## config.mk

```make
export PLATFORM = sky130hd
export DESIGN_NAME = psu_recon_flat
export DESIGN_NICKNAME = d
export VERILOG_FILES = /design/src/rtl/psu_pkg.sv /design/src/rtl/psu_if.sv /design/src/rtl/psu_recon.sv /design/src/flat_wrapper.sv
export SDC_FILE = /design/constraint.sdc
export NUM_CORES = 1
export LEC_CHECK = 0
export BUFFER_PORTS_ARGS = -buffer_cell sky130_fd_sc_hd__buf_2
export CAP_MARGIN = 20
export CORE_MARGIN = 4
export CORE_UTILIZATION = 50
export DETAILED_ROUTE_END_ITERATION = 6
export HOLD_SLACK_MARGIN = 0.06
export PLACE_DENSITY = 0.66
export SLEW_MARGIN = 20
export SYNTH_ARGS = -nofsm -noshare
export SYNTH_HDL_FRONTEND = slang
export SYNTH_SLANG_ARGS = --single-unit
```

## constraint.sdc

```tcl
create_clock -name clock -period 31.4 [get_ports clock]
set_clock_uncertainty 0.05 [all_clocks]
set_input_delay 7.85 -clock clock [delete_from_list [all_inputs] [get_ports clock]]
set_output_delay 7.85 -clock clock [all_outputs]
set_load 0.05 [all_outputs]
```

## src/rtl/psu_pkg.sv

```systemverilog
`timescale 1ns / 1ps

package psu_pkg;

   // Fixed field widths
   localparam int unsigned BYTE_W        = 8;
   localparam int unsigned CFG_LINE_W    = 13;
   localparam int unsigned CFG_PIXEL_W   = 4;
   localparam int unsigned CSR_INDEX_W   = 2;
   localparam int unsigned CSR_DATA_W    = 13;

   // Default sizes
   localparam int unsigned MAX_LINE_BYTES_DEF  = 4096;
   localparam int unsigned MAX_PIXEL_BYTES_DEF = 8;

   // Reset values of the configuration registers
   localparam logic [CFG_LINE_W-1:0]  LINE_BYTES_RST  = 13'd2;
   localparam logic [CFG_PIXEL_W-1:0] PIXEL_BYTES_RST = 4'd4;

   // Register indexes
   localparam logic [CSR_INDEX_W-1:0] CSR_LINE_BYTES  = 2'd0;
   localparam logic [CSR_INDEX_W-1:0] CSR_PIXEL_BYTES = 2'd1;

   // Filter types as they appear in the filter byte
   typedef enum logic [2:0] {
      FILT_NONE  = 3'd0,
      FILT_SUB   = 3'd1,
      FILT_UP    = 3'd2,
      FILT_AVG   = 3'd3,
      FILT_PAETH = 3'd4
   } filt_type;

   localparam logic [BYTE_W-1:0] FILT_LAST_KNOWN = 8'd4;

   // One accepted byte on its way from column tracking to reconstruction
   typedef struct packed {
      logic [BYTE_W-1:0] data;
      filt_type          kind;
      logic              bad;
      logic              is_filter;
      logic              last;
      logic              have_above;
   } item_type;

endpackage

```

## src/rtl/psu_if.sv

```systemverilog


interface psu_rsp_if;
   logic                        valid;
   logic                        ready;
   logic [psu_pkg::BYTE_W-1:0]  plain_byte;
   logic                        is_filter_byte;
   logic                        row_end;
   logic                        bad_filter;

   modport source (output valid, output plain_byte, output is_filter_byte,
                   output row_end, output bad_filter, input ready);
   modport sink   (input valid, input plain_byte, input is_filter_byte,
                   input row_end, input bad_filter, output ready);
endinterface


```

## src/rtl/psu_recon.sv

```systemverilog
`timescale 1ns / 1ps

module psu_recon #(
   parameter int unsigned MAX_LINE_BYTES  = psu_pkg::MAX_LINE_BYTES_DEF,
   parameter int unsigned MAX_PIXEL_BYTES = psu_pkg::MAX_PIXEL_BYTES_DEF
) (
   input  logic                                 clock,
   input  logic                                 reset,
   input  psu_pkg::item_type                    item,
   input  logic                                 item_valid,
   input  logic [$clog2(MAX_LINE_BYTES)-1:0]    item_idx,
   input  logic [psu_pkg::BYTE_W-1:0]           above_byte,
   input  logic [psu_pkg::CFG_PIXEL_W-1:0]      pixel_bytes,
   output logic                                 take,
   output logic                                 wr_en,
   output logic [$clog2(MAX_LINE_BYTES)-1:0]    wr_addr,
   output logic [psu_pkg::BYTE_W-1:0]           wr_data,
   psu_rsp_if.source                            rsp_bus
);

   localparam int unsigned PW = (MAX_PIXEL_BYTES > 1) ? $clog2(MAX_PIXEL_BYTES) : 1;
   localparam logic [4:0]  PB_MAX = 5'(MAX_PIXEL_BYTES);
   localparam int unsigned BW = psu_pkg::BYTE_W;

   logic [BW-1:0] left_ff [MAX_PIXEL_BYTES];
   logic [BW-1:0] left_in [MAX_PIXEL_BYTES];
   logic [BW-1:0] al_ff   [MAX_PIXEL_BYTES];
   logic [BW-1:0] al_in   [MAX_PIXEL_BYTES];

   logic          rsp_valid_ff, rsp_valid_in;
   logic [BW-1:0] plain_ff;
   logic          filt_ff, end_ff, bad_ff;
   logic [4:0]    pb_wide, pb_lim, pb_dec;
   logic [PW-1:0] pb_sel;
   logic [BW-1:0] a, b, c, pred, val;
   logic [BW:0]   sum_ab;

   function automatic logic [BW-1:0] paeth(input logic [BW-1:0] pa_a,
                                           input logic [BW-1:0] pa_b,
                                           input logic [BW-1:0] pa_c);
      logic [BW:0] ab, cc, da, db, dc;
      ab = {1'b0, pa_a} + {1'b0, pa_b};
      cc = {1'b0, pa_c} + {1'b0, pa_c};
      da = (pa_b > pa_c) ? {1'b0, pa_b - pa_c} : {1'b0, pa_c - pa_b};
      db = (pa_a > pa_c) ? {1'b0, pa_a - pa_c} : {1'b0, pa_c - pa_a};
      dc = (ab > cc) ? (ab - cc) : (cc - ab);
      if (da <= db && da <= dc) begin
         return pa_a;
      end else if (db <= dc) begin
         return pa_b;
      end
      return pa_c;
   endfunction

   assign take = item_valid && (!rsp_valid_ff || rsp_bus.ready);

   // clamp the pixel size to 1..MAX_PIXEL_BYTES
   always_comb begin
      pb_wide = {1'b0, pixel_bytes};
      if (pb_wide == 5'd0) begin
         pb_lim = 5'd1;
      end else if (pb_wide > PB_MAX) begin
         pb_lim = PB_MAX;
      end else begin
         pb_lim = pb_wide;
      end
      pb_dec = pb_lim - 5'd1;
      pb_sel = pb_dec[PW-1:0];
   end

   assign a      = left_ff[pb_sel];
   assign c      = al_ff[pb_sel];
   assign b      = item.have_above ? above_byte : '0;
   assign sum_ab = {1'b0, a} + {1'b0, b};

   always_comb begin
      unique case (item.kind)
         psu_pkg::FILT_SUB:   pred = a;
         psu_pkg::FILT_UP:    pred = b;
         psu_pkg::FILT_AVG:   pred = sum_ab[BW:1];
         psu_pkg::FILT_PAETH: pred = paeth(a, b, c);
         default:             pred = '0;
      endcase
   end

   assign val = item.data + pred;

   // histories: clear at the filter byte, shift on each data byte
   always_comb begin
      for (int k = 0; k < MAX_PIXEL_BYTES; k++) begin
         left_in[k] = left_ff[k];
         al_in[k]   = al_ff[k];
      end
      if (take) begin
         if (item.is_filter) begin
            for (int k = 0; k < MAX_PIXEL_BYTES; k++) begin
               left_in[k] = '0;
               al_in[k]   = '0;
            end
         end else begin
            for (int k = MAX_PIXEL_BYTES - 1; k > 0; k--) begin
               left_in[k] = left_ff[k-1];
               al_in[k]   = al_ff[k-1];
            end
            left_in[0] = val;
            al_in[0]   = b;
         end
      end
   end

   always_comb begin
      rsp_valid_in = rsp_valid_ff;
      if (rsp_bus.ready) begin
         rsp_valid_in = 1'b0;
      end
      if (take) begin
         rsp_valid_in = 1'b1;
      end
   end

   always_ff @(posedge clock) begin
      if (reset) begin
         rsp_valid_ff <= 1'b0;
         for (int k = 0; k < MAX_PIXEL_BYTES; k++) begin
            left_ff[k] <= '0;
            al_ff[k]   <= '0;
         end
      end else begin
         rsp_valid_ff <= rsp_valid_in;
         for (int k = 0; k < MAX_PIXEL_BYTES; k++) begin
            left_ff[k] <= left_in[k];
            al_ff[k]   <= al_in[k];
         end
      end
   end

   always_ff @(posedge clock) begin
      if (take) begin
         plain_ff <= item.is_filter ? item.data : val;
         filt_ff  <= item.is_filter;
         end_ff   <= item.last;
         bad_ff   <= item.bad;
      end
   end

   // write back the rebuilt byte as the next row's above byte
   assign wr_en   = take && !item.is_filter;
   assign wr_addr = item_idx;
   assign wr_data = val;

   assign rsp_bus.valid          = rsp_valid_ff;
   assign rsp_bus.plain_byte     = plain_ff;
   assign rsp_bus.is_filter_byte = filt_ff;
   assign rsp_bus.row_end        = end_ff;
   assign rsp_bus.bad_filter     = bad_ff;

endmodule
```

## src/flat_wrapper.sv

```systemverilog
// flat-port wrapper written by rule: the top's interface ports become plain ports
module psu_recon_flat 
#(
   parameter int unsigned MAX_LINE_BYTES  = psu_pkg::MAX_LINE_BYTES_DEF,
   parameter int unsigned MAX_PIXEL_BYTES = psu_pkg::MAX_PIXEL_BYTES_DEF
)
  (clock, reset, item, item_valid, item_idx, above_byte, pixel_bytes, take, wr_en, wr_addr, wr_data, rsp_bus_valid, rsp_bus_plain_byte, rsp_bus_is_filter_byte, rsp_bus_row_end, rsp_bus_bad_filter, rsp_bus_ready);
  psu_rsp_if rsp_bus_i ();
  input  logic clock;
  input  logic reset;
  input  psu_pkg::item_type item;
  input  logic item_valid;
  input  logic [$clog2(MAX_LINE_BYTES)-1:0] item_idx;
  input  logic [psu_pkg::BYTE_W-1:0] above_byte;
  input  logic [psu_pkg::CFG_PIXEL_W-1:0] pixel_bytes;
  output logic take;
  output logic wr_en;
  output logic [$clog2(MAX_LINE_BYTES)-1:0] wr_addr;
  output logic [psu_pkg::BYTE_W-1:0] wr_data;
  output wire logic [$bits(rsp_bus_i.valid)-1:0] rsp_bus_valid;
  output wire logic [$bits(rsp_bus_i.plain_byte)-1:0] rsp_bus_plain_byte;
  output wire logic [$bits(rsp_bus_i.is_filter_byte)-1:0] rsp_bus_is_filter_byte;
  output wire logic [$bits(rsp_bus_i.row_end)-1:0] rsp_bus_row_end;
  output wire logic [$bits(rsp_bus_i.bad_filter)-1:0] rsp_bus_bad_filter;
  input wire logic [$bits(rsp_bus_i.ready)-1:0] rsp_bus_ready;
  assign rsp_bus_valid = rsp_bus_i.valid;
  assign rsp_bus_plain_byte = rsp_bus_i.plain_byte;
  assign rsp_bus_is_filter_byte = rsp_bus_i.is_filter_byte;
  assign rsp_bus_row_end = rsp_bus_i.row_end;
  assign rsp_bus_bad_filter = rsp_bus_i.bad_filter;
  assign rsp_bus_i.ready = rsp_bus_ready;
  psu_recon #(.MAX_LINE_BYTES(MAX_LINE_BYTES), .MAX_PIXEL_BYTES(MAX_PIXEL_BYTES)) u_core (.clock(clock), .reset(reset), .item(item), .item_valid(item_valid), .item_idx(item_idx), .above_byte(above_byte), .pixel_bytes(pixel_bytes), .take(take), .wr_en(wr_en), .wr_addr(wr_addr), .wr_data(wr_data), .rsp_bus(rsp_bus_i));
endmodule
```

==> reports/metrics.csv <==
metric;value;unit
status;finished, final reports clean;
multiInputGateArea;0.00554;mm2
grt_pass1_vias;6555;
yosysTopAreaCell;dfxtp_1;
routed_via_density;6.08;
syn_nets;1001;
slew_headroom;36.0;%
synth_top_cell_area_share;24.9;%
required;23500;ps
setup_viol;0;
cts_num_sinks;140;
irDropWorstVdd;49.3;uV
synth_seq_cells;140;
synth_seq_area_share;33.9;%
hold_viol;0;
critical_path.top_delay_family;compound AO/OA/AOI/OAI gates;
overflow;0;
die-width;143;um
cts_buffers;17;
antenna_cells;0;
yosysMostFrequentCell;a22o_1;
ff_latch_area;0.00307;mm2
port_buffers;52;
ios;77;
holdWs;439;ps
holdCritStartpoint;u_core.al_ff[1][3];
slowest_delay;990;ps
power_density;62.3;mW/mm2
clkLatencyLatePin;420;ps
coreArea;0.0179;mm2
initial_core_util;50.7;%
tns;0;ps
layout.nets;1025;
postCtsSetupBuffers;0;
post-place-ws;4240;ps
period_share;86.6;%
worst-path-buf-inv;4;
first_iter_violations;578;
grt_use_total;21.8;%
r2r-start;u_core.left_ff[7][1];
dpl.hpwl;16.5;mm
whs_path_depth;1;
leakagePower;0.00438;uW
ant_nets;0;
die-area;0.0204;mm2
tritoncts;yes;
worst_slack;4220;ps
async_flop_share;0;%
synthesis.area;0.00907;mm2
stdcell_count;1131;
ff2ff_path_depth;37;
fillers;1546;
dieHeight;143;um
syn_area_per_cell;10.5;um2
synth.distinct_cells;65;
firstDrtPassIters;5;
ys.flop_type;dfxtp_1;
drt-total-wl;22.3;mm
drcViolationCount;0;
crit_start;pixel_bytes[1];
syn_to_final_growth;10.4;%
fp-row-count;49;
synth_edf_count;27;
crit_type;in2out;
htreeDepth;4;
hold_class;reg2reg;
critical-path-slowest-cell;ha_2;
grt_pass1_wl;35.1;mm
cts_root_buf;clkbuf_16;
holdPathEnd;u_core.al_ff[2][3];
routabilityCongestion;0.939;
clkTransAtPathRegs;50;ps
power;624;uW
yosys_warnings;0;
post-route-min-period;27180;ps
r2r_end;u_core.rsp_bus.plain_byte[7];
reg2reg_setup_slack;21600;ps
syn-instance-count;865;
startpoint_type;input port;
grt_max_degree;74;
drive_gt1_share;17.7;%
place_inst;1099;
drv_slew;0;
synth.area.top_cells;dfxtp_1, ha_1, a22o_1;
critPathMaxFanout;33;
antenna_found_initial;0;
worstMarginPinSlew;960;ps
avgRoutedWirePerCell;19.7;um
cts-resized-gates;0;
end_kind;primary output;
hold_buffers;0;
crit_arrival;19280;ps
vias;6876;
grt_setup_unrepaired;no;
yosys-top-cells-count;a22o_1, dfxtp_1, ha_1;
drv_cap;0;
clockBufferDepth;2;
maxClockFrequency;36.8;MHz
power breakdown:
group / switching [uW] / internal [uW] / total [uW]
clock: 77.7 / 113 / 191
sequential: 1.97 / 188 / 190
combinational: 150 / 93.6 / 243
total: 229 / 395 / 624
cell type report:
class | count | share of cell area, %
Multi-Input combinational cell | 609 | 55.3
Clock inverter | 11 | 0.774
Inverter | 62 | 2.32
Tap cell | 229 | 2.86
Timing Repair Buffer | 59 | 3.12
Sequential cell | 140 | 30.7
Clock buffer | 21 | 4.92
cell families (layout without fill, tap and decap cells):
group	count (synthesis)	in the layout	synth area share, %
DFF	140	140	33.9
buffers and inverters	116	153	5.35
adders and majority gates	93	93	13.5
AOI/OAI and AO/OA	260	260	22.2
and+or+nand+nor	141	141	8.09
xor gates and xnor gates	30	30	2.90
muxes	85	85	14.1
per-layer routing:
| layer | vias up | GRT usage [%] | routed length [um] |
|---|---|---|---|
| li1 | 3292 | - | - |
| met1 | 3336 | 30.6 | 10400 |
| met2 | 225 | 35.1 | 10300 |
| met3 | 23 | 3.62 | 1220 |
| met4 | 0 | 5.80 | 347 |
| met5 | - | 0 | 0 |
worst max path at each step:
stage,slack (ps),depth (start not counted),endpoint
finish,4220,43,wr_data[7]
global placement,4350,43,wr_data[7]
detailed placement,4240,43,wr_data[7]
global route,3310,43,wr_data[7]
CTS,4230,43,wr_data[7]
floorplan,4310,47,wr_data[7]
cells in the final DEF (no fill, tap or decap), types with 4 or more instances in the layout:
cell / count
nand2b_1: 13
xnor2_1: 18
o21a_1: 6
nand3b_1: 4
a21o_1: 16
fa_1: 8
nor2_1: 26
a211oi_1: 10
and2_1: 17
nor3_1: 6
o22ai_1: 7
buf_4: 7
a22o_1: 115
buf_2: 52
mux2i_1: 29
dfxtp_1: 113
nand3_1: 7
clkbuf_16: 19
inv_1: 61
mux2_2: 23
xor2_1: 11
nand4_1: 9
o21bai_1: 6
mux4_2: 32
edfxtp_1: 27
ha_1: 84
nor2b_1: 11
o21ai_0: 23
nand2_1: 33
a22oi_1: 6
a21oi_1: 39
worst register-to-register path, delay by kind of cell, from the launching register on:
kind                       cells  cell delay, ps
AOI/OAI and AO/OA             23            5490
and+or+nand+nor                3             530
xor gates and xnor gates       3             660
DFF                            1             370
muxes                          4            1220
adders and majority gates      4            1240
state kept, by name, summed over array words and instances, names as in the netlist:
signal,cells
u_core.rsp_bus.bad_filter,1
u_core.al_ff,64
u_core.rsp_bus.valid,1
u_core.left_ff,64
u_core.rsp_bus.plain_byte,8
u_core.rsp_bus.is_filter_byte,1
u_core.rsp_bus.row_end,1
stage by stage:
step                area [um2]  utilization [%]
detailed placement        9450             52.8
floorplan                 9070                -
finish                   10000             56.0
CTS                      10000             56.0
global route             10000             56.0
global placement          9450             52.8
Note: power is estimated with default switching activity, not from simulation.
