File: src/rtl/psu_pkg.sv
`timescale 1ns / 1ps

package psu_pkg;

   // Fixed field widths
   localparam int unsigned BYTE_W        = 8;
   localparam int unsigned CFG_LINE_W    = 13;
   localparam int unsigned CFG_PIXEL_W   = 4;
   localparam int unsigned CSR_INDEX_W   = 2;
   localparam int unsigned CSR_DATA_W    = 13;

   // Default sizes
   localparam int unsigned MAX_LINE_BYTES_DEF  = 4096;
   localparam int unsigned MAX_PIXEL_BYTES_DEF = 8;

   // Reset values of the configuration registers
   localparam logic [CFG_LINE_W-1:0]  LINE_BYTES_RST  = 13'd2;
   localparam logic [CFG_PIXEL_W-1:0] PIXEL_BYTES_RST = 4'd4;

   // Register indexes
   localparam logic [CSR_INDEX_W-1:0] CSR_LINE_BYTES  = 2'd0;
   localparam logic [CSR_INDEX_W-1:0] CSR_PIXEL_BYTES = 2'd1;

   // Filter types as they appear in the filter byte
   typedef enum logic [2:0] {
      FILT_NONE  = 3'd0,
      FILT_SUB   = 3'd1,
      FILT_UP    = 3'd2,
      FILT_AVG   = 3'd3,
      FILT_PAETH = 3'd4
   } filt_type;

   localparam logic [BYTE_W-1:0] FILT_LAST_KNOWN = 8'd4;

   // One accepted byte on its way from column tracking to reconstruction
   typedef struct packed {
      logic [BYTE_W-1:0] data;
      filt_type          kind;
      logic              bad;
      logic              is_filter;
      logic              last;
      logic              have_above;
   } item_type;

endpackage

File: src/rtl/psu_if.sv
`timescale 1ns / 1ps

interface psu_req_if;
   logic                        valid;
   logic                        ready;
   logic [psu_pkg::BYTE_W-1:0]  coded_byte;
   logic                        image_start;

   modport source (output valid, output coded_byte, output image_start, input ready);
   modport sink   (input valid, input coded_byte, input image_start, output ready);
endinterface


File: src/rtl/psu_col_track.sv
`timescale 1ns / 1ps

module psu_col_track #(
   parameter int unsigned MAX_LINE_BYTES = psu_pkg::MAX_LINE_BYTES_DEF
) (
   input  logic                                 clock,
   input  logic                                 reset,
   psu_req_if.sink                              req_bus,
   input  logic [psu_pkg::CFG_LINE_W-1:0]       line_bytes,
   input  logic                                 take,
   output psu_pkg::item_type                    item,
   output logic                                 item_valid,
   output logic [$clog2(MAX_LINE_BYTES)-1:0]    item_idx,
   output logic                                 rd_en,
   output logic [$clog2(MAX_LINE_BYTES)-1:0]    rd_addr
);

   localparam int unsigned CW = $clog2(MAX_LINE_BYTES + 2);
   localparam int unsigned AW = $clog2(MAX_LINE_BYTES);
   localparam logic [31:0] LB_MAX = 32'(MAX_LINE_BYTES + 1);

   logic [CW-1:0]               col_ff, col_in, col_eff, col_dec, lb_last;
   logic                        have_ff, have_in, have_eff;
   logic [psu_pkg::BYTE_W-1:0]  row_type_ff, row_type_in;
   logic                        valid_ff, valid_in;
   psu_pkg::item_type           item_ff, item_in;
   logic [AW-1:0]               idx_ff, idx_in;
   logic [31:0]                 lb_wide, lb_lim;
   logic                        accept, last;

   assign req_bus.ready = !valid_ff || take;
   assign accept        = req_bus.valid && req_bus.ready;

   // clamp the line length
   always_comb begin
      lb_wide = 32'(line_bytes);
      if (lb_wide < 32'd2) begin
         lb_lim = 32'd2;
      end else if (lb_wide > LB_MAX) begin
         lb_lim = LB_MAX;
      end else begin
         lb_lim = lb_wide;
      end
      lb_last = CW'(lb_lim - 32'd1);
   end

   assign col_eff  = req_bus.image_start ? '0 : col_ff;
   assign have_eff = req_bus.image_start ? 1'b0 : have_ff;
   assign col_dec  = col_eff - CW'(1);
   assign last     = (col_eff >= lb_last);

   always_comb begin
      col_in            = col_ff;
      have_in           = have_ff;
      row_type_in       = row_type_ff;
      idx_in            = idx_ff;
      item_in           = item_ff;
      valid_in          = valid_ff;
      if (take) begin
         valid_in = 1'b0;
      end
      if (accept) begin
         valid_in          = 1'b1;
         idx_in            = col_dec[AW-1:0];
         item_in.data      = req_bus.coded_byte;
         item_in.have_above = have_eff;
         if (col_eff == '0) begin
            row_type_in       = req_bus.coded_byte;
            item_in.is_filter = 1'b1;
            item_in.last      = 1'b0;
            item_in.bad       = (req_bus.coded_byte > psu_pkg::FILT_LAST_KNOWN);
            item_in.kind      = psu_pkg::FILT_NONE;
            col_in            = CW'(1);
            have_in           = have_eff;
         end else begin
            item_in.is_filter = 1'b0;
            item_in.last      = last;
            item_in.bad       = (row_type_ff > psu_pkg::FILT_LAST_KNOWN);
            // unknown types pass raw
            item_in.kind      = item_in.bad ? psu_pkg::FILT_NONE
                                            : psu_pkg::filt_type'(row_type_ff[2:0]);
            col_in            = last ? '0 : CW'(col_eff + CW'(1));
            have_in           = last ? 1'b1 : have_eff;
         end
      end
   end

   always_ff @(posedge clock) begin
      if (reset) begin
         col_ff      <= '0;
         have_ff     <= 1'b0;
         row_type_ff <= '0;
         valid_ff    <= 1'b0;
      end else begin
         col_ff      <= col_in;
         have_ff     <= have_in;
         row_type_ff <= row_type_in;
         valid_ff    <= valid_in;
      end
   end

   always_ff @(posedge clock) begin
      item_ff <= item_in;
      idx_ff  <= idx_in;
   end

   // fetch the byte above together with the accept
   assign rd_en      = accept && (col_eff != '0);
   assign rd_addr    = col_dec[AW-1:0];
   assign item       = item_ff;
   assign item_valid = valid_ff;
   assign item_idx   = idx_ff;

endmodule

File: src/flat_wrapper.sv
// flat-port wrapper written by rule: the top's interface ports become plain ports
module psu_col_track_flat 
#(
   parameter int unsigned MAX_LINE_BYTES = psu_pkg::MAX_LINE_BYTES_DEF
)
  (clock, reset, line_bytes, take, item, item_valid, item_idx, rd_en, rd_addr, req_bus_valid, req_bus_coded_byte, req_bus_image_start, req_bus_ready);
  psu_req_if req_bus_i ();
  input  logic clock;
  input  logic reset;
  input  logic [psu_pkg::CFG_LINE_W-1:0] line_bytes;
  input  logic take;
  output psu_pkg::item_type item;
  output logic item_valid;
  output logic [$clog2(MAX_LINE_BYTES)-1:0] item_idx;
  output logic rd_en;
  output logic [$clog2(MAX_LINE_BYTES)-1:0] rd_addr;
  input wire logic [$bits(req_bus_i.valid)-1:0] req_bus_valid;
  input wire logic [$bits(req_bus_i.coded_byte)-1:0] req_bus_coded_byte;
  input wire logic [$bits(req_bus_i.image_start)-1:0] req_bus_image_start;
  output wire logic [$bits(req_bus_i.ready)-1:0] req_bus_ready;
  assign req_bus_i.valid = req_bus_valid;
  assign req_bus_i.coded_byte = req_bus_coded_byte;
  assign req_bus_i.image_start = req_bus_image_start;
  assign req_bus_ready = req_bus_i.ready;
  psu_col_track #(.MAX_LINE_BYTES(MAX_LINE_BYTES)) u_core (.clock(clock), .reset(reset), .req_bus(req_bus_i), .line_bytes(line_bytes), .take(take), .item(item), .item_valid(item_valid), .item_idx(item_idx), .rd_en(rd_en), .rd_addr(rd_addr));
endmodule
File: config.mk
export PLATFORM = sky130hd
export DESIGN_NAME = psu_col_track_flat
export DESIGN_NICKNAME = d
export VERILOG_FILES = /design/src/rtl/psu_pkg.sv /design/src/rtl/psu_if.sv /design/src/rtl/psu_col_track.sv /design/src/flat_wrapper.sv
export SDC_FILE = /design/constraint.sdc
export NUM_CORES = 1
export LEC_CHECK = 0
export ABC_AREA = 1
export BUFFER_PORTS_ARGS = -buffer_cell sky130_fd_sc_hd__buf_4
export CAP_MARGIN = 20
export CELL_PAD_IN_SITES_DETAIL_PLACEMENT = 0
export CELL_PAD_IN_SITES_GLOBAL_PLACEMENT = 1
export CORE_ASPECT_RATIO = 0.7
export CORE_MARGIN = 5
export CORE_UTILIZATION = 41
export DETAILED_ROUTE_END_ITERATION = 10
export GPL_TIMING_DRIVEN = 0
export PLACE_DENSITY = 0.89
export REMOVE_ABC_BUFFERS = 1
export SYNTH_ARGS = -nofsm -noshare
export SYNTH_HDL_FRONTEND = slang
export SYNTH_SLANG_ARGS = --single-unit
File: constraint.sdc
create_clock -name clock -period 3.5 [get_ports clock]
set_input_delay 0.35 -clock clock [delete_from_list [all_inputs] [get_ports clock]]
set_output_delay 0.35 -clock clock [all_outputs]
set_load 0.005 [all_outputs]
==> results of run 1 <==
## area by class of cell
type,count,area [um^2],area share
Tap cell,101,126,0.0294
Multi-Input combinational cell,307,1880,0.438
Inverter,67,264,0.0615
Timing Repair Buffer,75,583,0.136
Clock inverter,3,43.8,0.0102
Clock buffer,5,125,0.0291
Sequential cell,50,1270,0.296
## metrics by stage
stage               setup TNS (ns)  power (mW)  cells  setup WS, ns  hold WS, ns
floorplan                        0       0.795    423         0.518        0.419
finish                           0        1.46    608         0.225        0.256
global placement             -1.45       0.904    591        -0.164        0.450
detailed placement           -2.42       0.914    592        -0.264        0.452
global route                -0.110        1.53    608       -0.0282        0.250
CTS                              0        1.46    600        0.0205        0.252
## critical path, delay by kind of cell
family,cells,cell delay (ns)
and+or+nand+nor,12,1.44
adders and majority gates,2,0.55
AOI/OAI and AO/OA,3,0.47
xor gates and xnor gates,1,0.13
buffers and inverters,5,0.53
## how the worst min path moves through the flow
stage,from,end,cells past startpoint
global route,req_bus_coded_byte[7],u_core.item[14],1
CTS,req_bus_coded_byte[0],u_core.item[7],1
finish,req_bus_coded_byte[0],u_core.item[7],1
global placement,u_core.row_type_ff[7],u_core.row_type_ff[7],2
floorplan,reset,u_core.col_ff[10],1
detailed placement,u_core.row_type_ff[6],u_core.row_type_ff[6],2
## state kept, by name, summed over array words and instances (netlist names)
| name | cells |
|---|---|
| u_core.col_ff | 13 |
| u_core.have_ff | 1 |
| u_core.item | 15 |
| u_core.item_idx | 12 |
| u_core.item_valid | 1 |
| u_core.row_type_ff | 8 |
## synthesized netlist by cell type, drive strengths merged
cell type and instances:
nand3 36, a21oi 28, o21bai 3, a41oi 1
edfxtp 27, xnor2 3, ha 17, nand3b 1
dfxtp 23, o211ai 8, buf 3, nor3 6
inv 64, o41ai 2, clkinv 3, o22ai 1
nor2 60, clkbuf 4, xor2 18, nand2 105
o21ai 9, nand4 8
## what timing repair did
| item | in CTS | in global routing |
|---|---|---|
| endpoints found under the hold margin | 0 | 0 |
| buffers inserted | 0 | 7 |
| setup endpoints to repair | 0 | 15 |
| gates resized for setup | 0 | 6 |
## power by group
part / leakage [nW] / switching, mW / internal [mW]
sequential: 0.431 / 0.00826 / 0.647
combinational: 1.42 / 0.149 / 0.108
clock: 0.0842 / 0.212 / 0.339
## kinds of logic after synthesis
logic type / count (synthesis) / synth area share
compound gates: 52 / 0.0956
xor+xnor: 21 / 0.0537
fa+ha+maj: 17 / 0.0620
buf+inv: 74 / 0.0927
flops: 50 / 0.371
simple gates: 216 / 0.325
## layer usage
metal / wire length (um) / global-route usage / vias to the layer above
met5: 0 / 0 / -
met4: 0 / 0.0187 / 0
met3: 580 / 0.0294 / 0
met2: 3540 / 0.234 / 97
met1: 4370 / 0.247 / 1388
li1: - / - / 1554
==> run_results.csv, run 1 <==
group,metric,value,unit
worst_setup_path,worstSetupEndpoint,"u_core.col_ff[3]",
synth,synth_top_area_cell,"edfxtp_1",
routing,drc,0,
power_and_ir_drop,power.leakage,1.94,nW
finish,insertedDiodeCount,0,
routing,routed_via_density,5.00,
synth,ys_ff_latch,50,
clock_network,clk_pin_slew,0.07,ns
routing,detail_route.wirelength,8.50,mm
worst_setup_path,crit_fanout,7,
global_routing,grt_util_all_layers,0.159,
worst_setup_path,crit_start,"line_bytes[5]",
floorplanning,core,0.00801,mm^2
worst_setup_path,r2r_slack,1.17,ns
clock_network,htree_levels,2,
routing,route.vias.total,3039,
job,cap_violations,0,
min_path,hp-class,"input port to register",
finish,mostFrequentLayoutCells,"nand2_1, buf_4, inv_1",
worst_setup_path,ff2ff_path_depth,8,
worst_setup_path,crit_arrival,3.49,ns
global_routing,grt_overflow_total,0,
finish,finalInstanceArea,0.00429,mm^2
routing,dr.pass1.iters,6,
timing,hold_viol,0,
floorplanning,die_x,119,um
worst_setup_path,start_kind,"input port",
synth,synthesis.area,0.00343,mm^2
global_routing,antenna_found_initial,0,
synth,synth_top_area_frac,0.236,
finish,final_common_cell,"nand2_1",
synth,synth.distinct_cells,41,
global_routing,grt_pass1_vias,2731,
timing,clock.fmax,0.305,GHz
placed_design,place_congestion,0.864,
timing,maxSlewHeadroom,0.567,
routing,wl_per_cell,14.0,um
power_and_ir_drop,vdd_drop_max,269,uV
timing,drv_slew,0,
clock_network,cts_tree,"yes",
timing,fin_crit,3.28,ns
synth,synth_cells,430,
floorplanning,die_area,0.0103,mm^2
clock_network,numCtsBuffers,5,
floorplanning,start_util,0.428,
finish,nets,549,
timing,tightest_slew,0.649,ns
worst_setup_path,cpPeakStageDelay,0.32,ns
worst_setup_path,slowest_stage,"ha_1",
timing,clock_skew,0.00409,ns
clock_network,cts.sinks,50,
floorplanning,num_rows,27,
worst_setup_path,timing.rr.start,"u_core.item_valid",
routing,drtIter0Drc,195,
placed_design,dpl_cell_area,0.00403,mm^2
clock_network,insertion_delay,0.28,ns
worst_setup_path,end_kind,"register",
power_and_ir_drop,power.density,340,mW/mm^2
finish,fill_cells,761,
synth,seq_area_frac_synth,0.371,
finish,fin_util,0.536,
worst_setup_path,required,3.71,ns
global_routing,grt_max_degree,26,
floorplanning,die_y,86.5,um
worst_setup_path,crit_top_cell,"nand2_1",
clock_network,postCtsHoldBufs,0,
placed_design,io_buffers,67,
floorplanning,num_io_pins,68,
worst_setup_path,worstPathCellList,"buf_4 > nor2_1 > nand2_1 > o21ai_4 > buf_4 > nand3_1 > nand2_1 > inv_1 > ha_1 > nand2_1 > nor2_4 > buf_4 > xor2_1 > ha_1 > nand2_1 > inv_1 > nand2_1 > a21oi_1 > nor2_1 > nand3_4 > nor2_4 > nand2_1 > a21oi_1",
global_routing,grt_pass1_wl,13.4,mm
worst_setup_path,crit_type,"input port to register",
synth,synth_area_leaders,"edfxtp_1, dfxtp_1, nand2_1",
routing,postRouteAntennaNets,0,
worst_setup_path,r2r_end,"u_core.col_ff[3]",
clock_network,cts_root_buf,"clkbuf_16",
clock_network,cts_buffer_depth,2,
placed_design,post-dp-hpwl,6.54,mm
outcome,outcome,"finished clean",
synth,ys_warn_count,0,
timing,fin_crit_sh,0.936,
synth,syn_avg_cell_area,7.97,um^2
finish,layout-drive-gt1-share,0.276,
timing,setup_viol,0,
finish,areaGrowthSynthToFinish,25.3,%
Power figures use the tool's default switching activity.
==> inputs of run 2 (changes only) <==
--- a/config.mk
+++ b/config.mk
@@ -6,16 +6,16 @@
 export NUM_CORES = 1
 export LEC_CHECK = 0
 export ABC_AREA = 1
-export BUFFER_PORTS_ARGS = -buffer_cell sky130_fd_sc_hd__buf_4
 export CAP_MARGIN = 20
 export CELL_PAD_IN_SITES_DETAIL_PLACEMENT = 0
 export CELL_PAD_IN_SITES_GLOBAL_PLACEMENT = 1
 export CORE_ASPECT_RATIO = 0.7
 export CORE_MARGIN = 5
-export CORE_UTILIZATION = 41
+export CORE_UTILIZATION = 45
 export DETAILED_ROUTE_END_ITERATION = 10
+export DONT_BUFFER_PORTS = 1
 export GPL_TIMING_DRIVEN = 0
-export PLACE_DENSITY = 0.89
+export PLACE_DENSITY = 0.85
 export REMOVE_ABC_BUFFERS = 1
 export SYNTH_ARGS = -nofsm -noshare
 export SYNTH_HDL_FRONTEND = slang
==> run_results.csv, run 2 (synthesized netlist as in run 1, its figures left out) <==
group,metric,value,unit
outcome,outcome,"finished clean",
min_path,hp-class,"input port to register",
routing,dr.pass1.iters,4,
timing,hold_viol,0,
timing,rsz0062_at_grt,"no",
clock_network,cts_tree,"yes",
global_routing,grt.met1_usage,0.268,
power_and_ir_drop,p_total,1.19,mW
placed_design,place_congestion,0.804,
finish,nets,475,
global_routing,grt_overflow_total,0,
worst_setup_path,timing.rr.start,"u_core.item_valid",
worst_setup_path,start_kind,"input port",
routing,wl_per_cell,15.1,um
timing,fin_ws,0.353,ns
clock_network,post-cts-setup-buffer-count,0,
finish,mostFrequentLayoutCells,"nand2_1, inv_1, nor2_1",
finish,insertedDiodeCount,0,
power_and_ir_drop,power.leakage,1.55,nW
placed_design,dpl_cell_area,0.00352,mm^2
routing,drc,0,
global_routing,grt_pass1_wl,13.0,mm
global_routing,grt_util_all_layers,0.170,
clock_network,cts_buffer_depth,2,
job,cap_violations,0,
floorplanning,die_y,83.0,um
finish,multiInputGateArea,0.00187,mm^2
floorplanning,core,0.00735,mm^2
routing,detail_route.wirelength,8.04,mm
finish,layout-drive-gt1-share,0.150,
placed_design,io_buffers,0,
timing,tightest_slew,0.957,ns
placed_design,dpl_worst_slack,-0.154,ns
clock_network,cts_root_buf,"clkbuf_8",
worst_setup_path,crit_arrival,3.38,ns
clock_network,cts_resized,0,
finish,areaGrowthSynthToFinish,6.57,%
worst_setup_path,required,3.73,ns
finish,final_common_cell,"nand2_1",
timing,clock_skew,0.0123,ns
power_and_ir_drop,power.density,325,mW/mm^2
clock_network,insertion_delay,0.31,ns
worst_setup_path,r2r_slack,0.96,ns
finish,final_cells,531,
global_routing,antenna_found_initial,0,
min_path,worstHoldStart,"reset",
routing,postRouteAntennaNets,0,
clock_network,clk_pin_slew,0.10,ns
floorplanning,die_x,114,um
timing,fin_crit_sh,0.899,
routing,drtIter0Drc,176,
worst_setup_path,crit_fanout,10,
clock_network,cts.sinks,50,
finish,finalInstanceArea,0.00365,mm^2
timing,setup_viol,0,
power_and_ir_drop,vdd_drop_max,234,uV
placed_design,post-dp-hpwl,6.31,mm
timing,hold_slack,0.100,ns
global_routing,grt_max_degree,24,
placed_design,place_inst,522,
timing,fin_crit,3.15,ns
floorplanning,num_rows,26,
global_routing,gr-usage-met2,0.228,
clock_network,htree_levels,2,
global_routing,use_met3,0.0516,
global_routing,grt_pass1_vias,2503,
worst_setup_path,end_kind,"register",
routing,routed_via_density,5.25,
floorplanning,die_area,0.00949,mm^2
floorplanning,start_util,0.466,
global_routing,grt-busiest-layer,"met1",
timing,drv_slew,0,
finish,largest_reg_flops,15,
floorplanning,num_io_pins,68,
worst_setup_path,crit_type,"input port to register",
timing,clock.fmax,0.318,GHz
routing,route.vias.total,2787,
clock_network,numCtsBuffers,5,
finish,seqCellArea,0.00127,mm^2
timing,maxSlewHeadroom,0.361,
finish,fill_cells,732,
clock_network,postCtsHoldBufs,0,
worst_setup_path,crit_start,"line_bytes[11]",
==> run 2: worst max-delay path, stage by stage <==
cell and delay [ns]:
inv_1 0.07, nand2_1 0.06, nor2_2 0.21, nand3_4 0.19, nand3_1 0.18, nand2_1 0.08, inv_1 0.06, ha_1 0.22
nand2_1 0.14, nor2_4 0.20, nand2_1 0.07, nand2_1 0.07, nand2_1 0.05, ha_1 0.32, a21oi_1 0.14, o21ai_0 0.11
nor2_1 0.14, nand3_2 0.24, nor2_4 0.28, nand2_1 0.07, a21oi_1 0.12
==> run 2: final timing paths <==
path / cells past startpoint / end
worst min-delay path: 1 / u_core.row_type_ff[4]
worst max register to register: 8 / u_core.col_ff[6]
worst max-delay path: 21 / u_core.col_ff[6]
worst min register to register: 2 / u_core.row_type_ff[6]
==> run 2: area by class of cell <==
type / count / area share
tap: 98 / 0.0336
inverter: 67 / 0.0723
sequential: 50 / 0.348
multi-input combinational: 307 / 0.512
timing repair buffer: 1 / 0.00753
clock inverter: 3 / 0.00788
clock buffer: 5 / 0.0188
==> run 2: layer usage <==
| metal | vias to the layer above | share of wire |
|---|---|---|
| li1 | 1417 | - |
| met1 | 1287 | 0.54 |
| met2 | 79 | 0.39 |
| met3 | 4 | 0.073 |
| met4 | 0 | 0.0042 |
| met5 | - | 0 |
==> run 2: metrics by stage <==
| stage | util | TNS (ns) |
|---|---|---|
| 3_5_place_dp | 0.479 | -1.19 |
| 4_1_cts | 0.493 | 0 |
| 3_3_place_gp | 0.476 | -0.429 |
| 6_report | 0.497 | 0 |
| 2_1_floorplan | - | 0 |
| 5_1_grt | 0.497 | 0 |
==> run 2: where the power goes <==
part / leakage, nW / internal [mW] / total, mW / switching [mW]
Sequential: 0.431 / 0.647 / 0.659 / 0.0125
Combinational: 1.07 / 0.0564 / 0.168 / 0.111
Clock: 0.0506 / 0.150 / 0.361 / 0.211
Total: 1.55 / 0.853 / 1.19 / 0.335
==> inputs of run 3 (changes only) <==
==> constraint.sdc (replaced) <==
create_clock -name clock -period 3.5 [get_ports clock]
set_input_delay 0.175 -clock clock [delete_from_list [all_inputs] [get_ports clock]]
set_output_delay 0.175 -clock clock [all_outputs]
set_load 0.005 [all_outputs]
==> run_results.csv, run 3 (synthesized netlist as in run 1, its figures left out) <==
group,metric,value,unit
min_path,hold_depth,2,
clock_network,cts_tree,"yes",
timing,tightest_slew,0.956,ns
floorplanning,die_area,0.00949,mm^2
power_and_ir_drop,power.density,323,mW/mm^2
timing,hold_slack,0.0185,ns
finish,areaGrowthSynthToFinish,8.98,%
finish,mostFrequentLayoutCells,"nand2_1, inv_1, nor2_1",
global_routing,grt_pass1_wl,13.2,mm
clock_network,numCtsBuffers,5,
finish,seqCellArea,0.00127,mm^2
routing,postRouteAntennaNets,0,
clock_network,cts_buffer_depth,2,
worst_setup_path,crit_fanout,10,
timing,setup_viol,0,
worst_setup_path,crit_top_cell,"nand2_1",
timing,fin_crit,3.05,ns
floorplanning,die_x,114,um
timing,rsz0062_at_grt,"no",
timing,hold_viol,0,
timing,clock_skew,0.0108,ns
timing,clock.fmax,0.328,GHz
routing,routed_via_density,5.28,
routing,dr.pass1.iters,4,
finish,fill_cells,730,
power_and_ir_drop,vdd_drop_max,239,uV
power_and_ir_drop,power.leakage,1.59,nW
finish,multiInputGateArea,0.00186,mm^2
floorplanning,core,0.00735,mm^2
worst_setup_path,crit_type,"input port to register",
finish,layout-drive-gt1-share,0.147,
worst_setup_path,cpPeakStageDelay,0.32,ns
routing,drtIter0Drc,202,
worst_setup_path,crit_arrival,3.28,ns
routing,route.vias.total,2850,
placed_design,post-dp-hpwl,6.31,mm
finish,fin_util,0.508,
power_and_ir_drop,p_total,1.21,mW
global_routing,grt_util_all_layers,0.172,
timing,drv_slew,0,
placed_design,dpl_worst_slack,0.0212,ns
outcome,outcome,"finished clean",
clock_network,cts_root_buf,"clkbuf_8",
clock_network,post-cts-setup-buffer-count,0,
clock_network,clk_pin_slew,0.10,ns
floorplanning,die_y,83.0,um
finish,insertedDiodeCount,0,
finish,largest_reg_flops,15,
routing,wl_per_cell,15.2,um
routing,drc,0,
timing,maxSlewHeadroom,0.362,
global_routing,grt_max_degree,23,
clock_network,insertion_delay,0.31,ns
finish,final_common_cell,"nand2_1",
timing,setup-tns-final,0,ns
clock_network,htree_levels,2,
finish,nets,484,
floorplanning,num_rows,26,
floorplanning,num_io_pins,68,
worst_setup_path,required,3.73,ns
placed_design,place_congestion,0.804,
timing,fin_ws,0.447,ns
worst_setup_path,ff2ff_path_depth,8,
placed_design,io_buffers,0,
job,cap_violations,0,
min_path,hp-class,"input port to register",
worst_setup_path,end_kind,"register",
global_routing,grt_pass1_vias,2545,
worst_setup_path,worstPathCellList,"inv_1 > nand2_1 > nor2_2 > nand3_2 > nand3_1 > nand2_1 > inv_1 > ha_1 > nand2_1 > nor2_4 > nand2_1 > nand2_1 > nand2_1 > ha_1 > a21oi_1 > o21ai_0 > nor2_1 > nand3_2 > nor2_4 > nand2_1 > a21oi_1",
clock_network,cts.sinks,50,
floorplanning,start_util,0.466,
routing,detail_route.wirelength,8.22,mm
global_routing,antenna_found_initial,0,
global_routing,grt_overflow_total,0,
worst_setup_path,start_kind,"input port",
worst_setup_path,slowest_stage,"ha_1",
timing,fin_crit_sh,0.872,
==> run 3: changes by cell type in the layout (fill, tap and decap cells not counted) <==
cell,delta
dlygate4sd3_1,+9
nand3_2,+1
nand3_4,-1
==> run 3: stage by stage <==
step,instance area (um^2),cells
6_report,3740,540
5_1_grt,3740,540
3_3_place_gp,3500,521
2_1_floorplan,3370,423
4_1_cts,3710,539
3_5_place_dp,3520,522
==> run 3: final cells by class <==
type	count	share of cell area
clock buffers	5	0.0184
clock inverters	3	0.00770
inverters	67	0.0707
multi-input cells	307	0.499
flip-flops and latches	50	0.340
well taps	98	0.0328
repair buffers	10	0.0315
==> run 3: final timing paths <==
| kind | from | slack, ns | endpoint |
|---|---|---|---|
| max | line_bytes[11] | 0.45 | u_core.col_ff[6] |
| max reg2reg | u_core.item_valid | 0.96 | u_core.col_ff[6] |
| min | req_bus_coded_byte[6] | 0.02 | u_core.row_type_ff[6] |
| min reg2reg | u_core.row_type_ff[3] | 0.47 | u_core.row_type_ff[3] |
==> run 3: critical path: cells and delay by family <==
family,cells,cell delay [ns]
adders and majority gates,2,0.53
and+or+nand+nor,14,2.07
buffers and inverters,2,0.13
AOI/OAI and AO/OA,3,0.37
==> run 3: routing by layer <==
layer  vias to the layer above  global-route usage  wire, um  share of wire
li1                       1430                   -         -              -
met1                      1325               0.267      4290           0.52
met2                        89               0.234      3230           0.39
met3                         6              0.0516       643          0.078
met4                         0              0.0291        50         0.0061
met5                         -                   0         0              0
==> run 3: where the power goes <==
group | switching (mW) | leakage (nW) | total, mW | internal (mW)
logic | 0.117 | 1.11 | 0.180 | 0.0631
clock network | 0.216 | 0.0506 | 0.366 | 0.150
registers | 0.0126 | 0.431 | 0.660 | 0.647
total | 0.345 | 1.59 | 1.21 | 0.860
==> run 3: timing repair <==
| item | in CTS | in global routing |
|---|---|---|
| gates resized for setup | 0 | 3 |
| hold buffers | 9 | 0 |
| setup endpoints to repair | 0 | 7 |
| hold endpoints to repair | 27 | 0 |
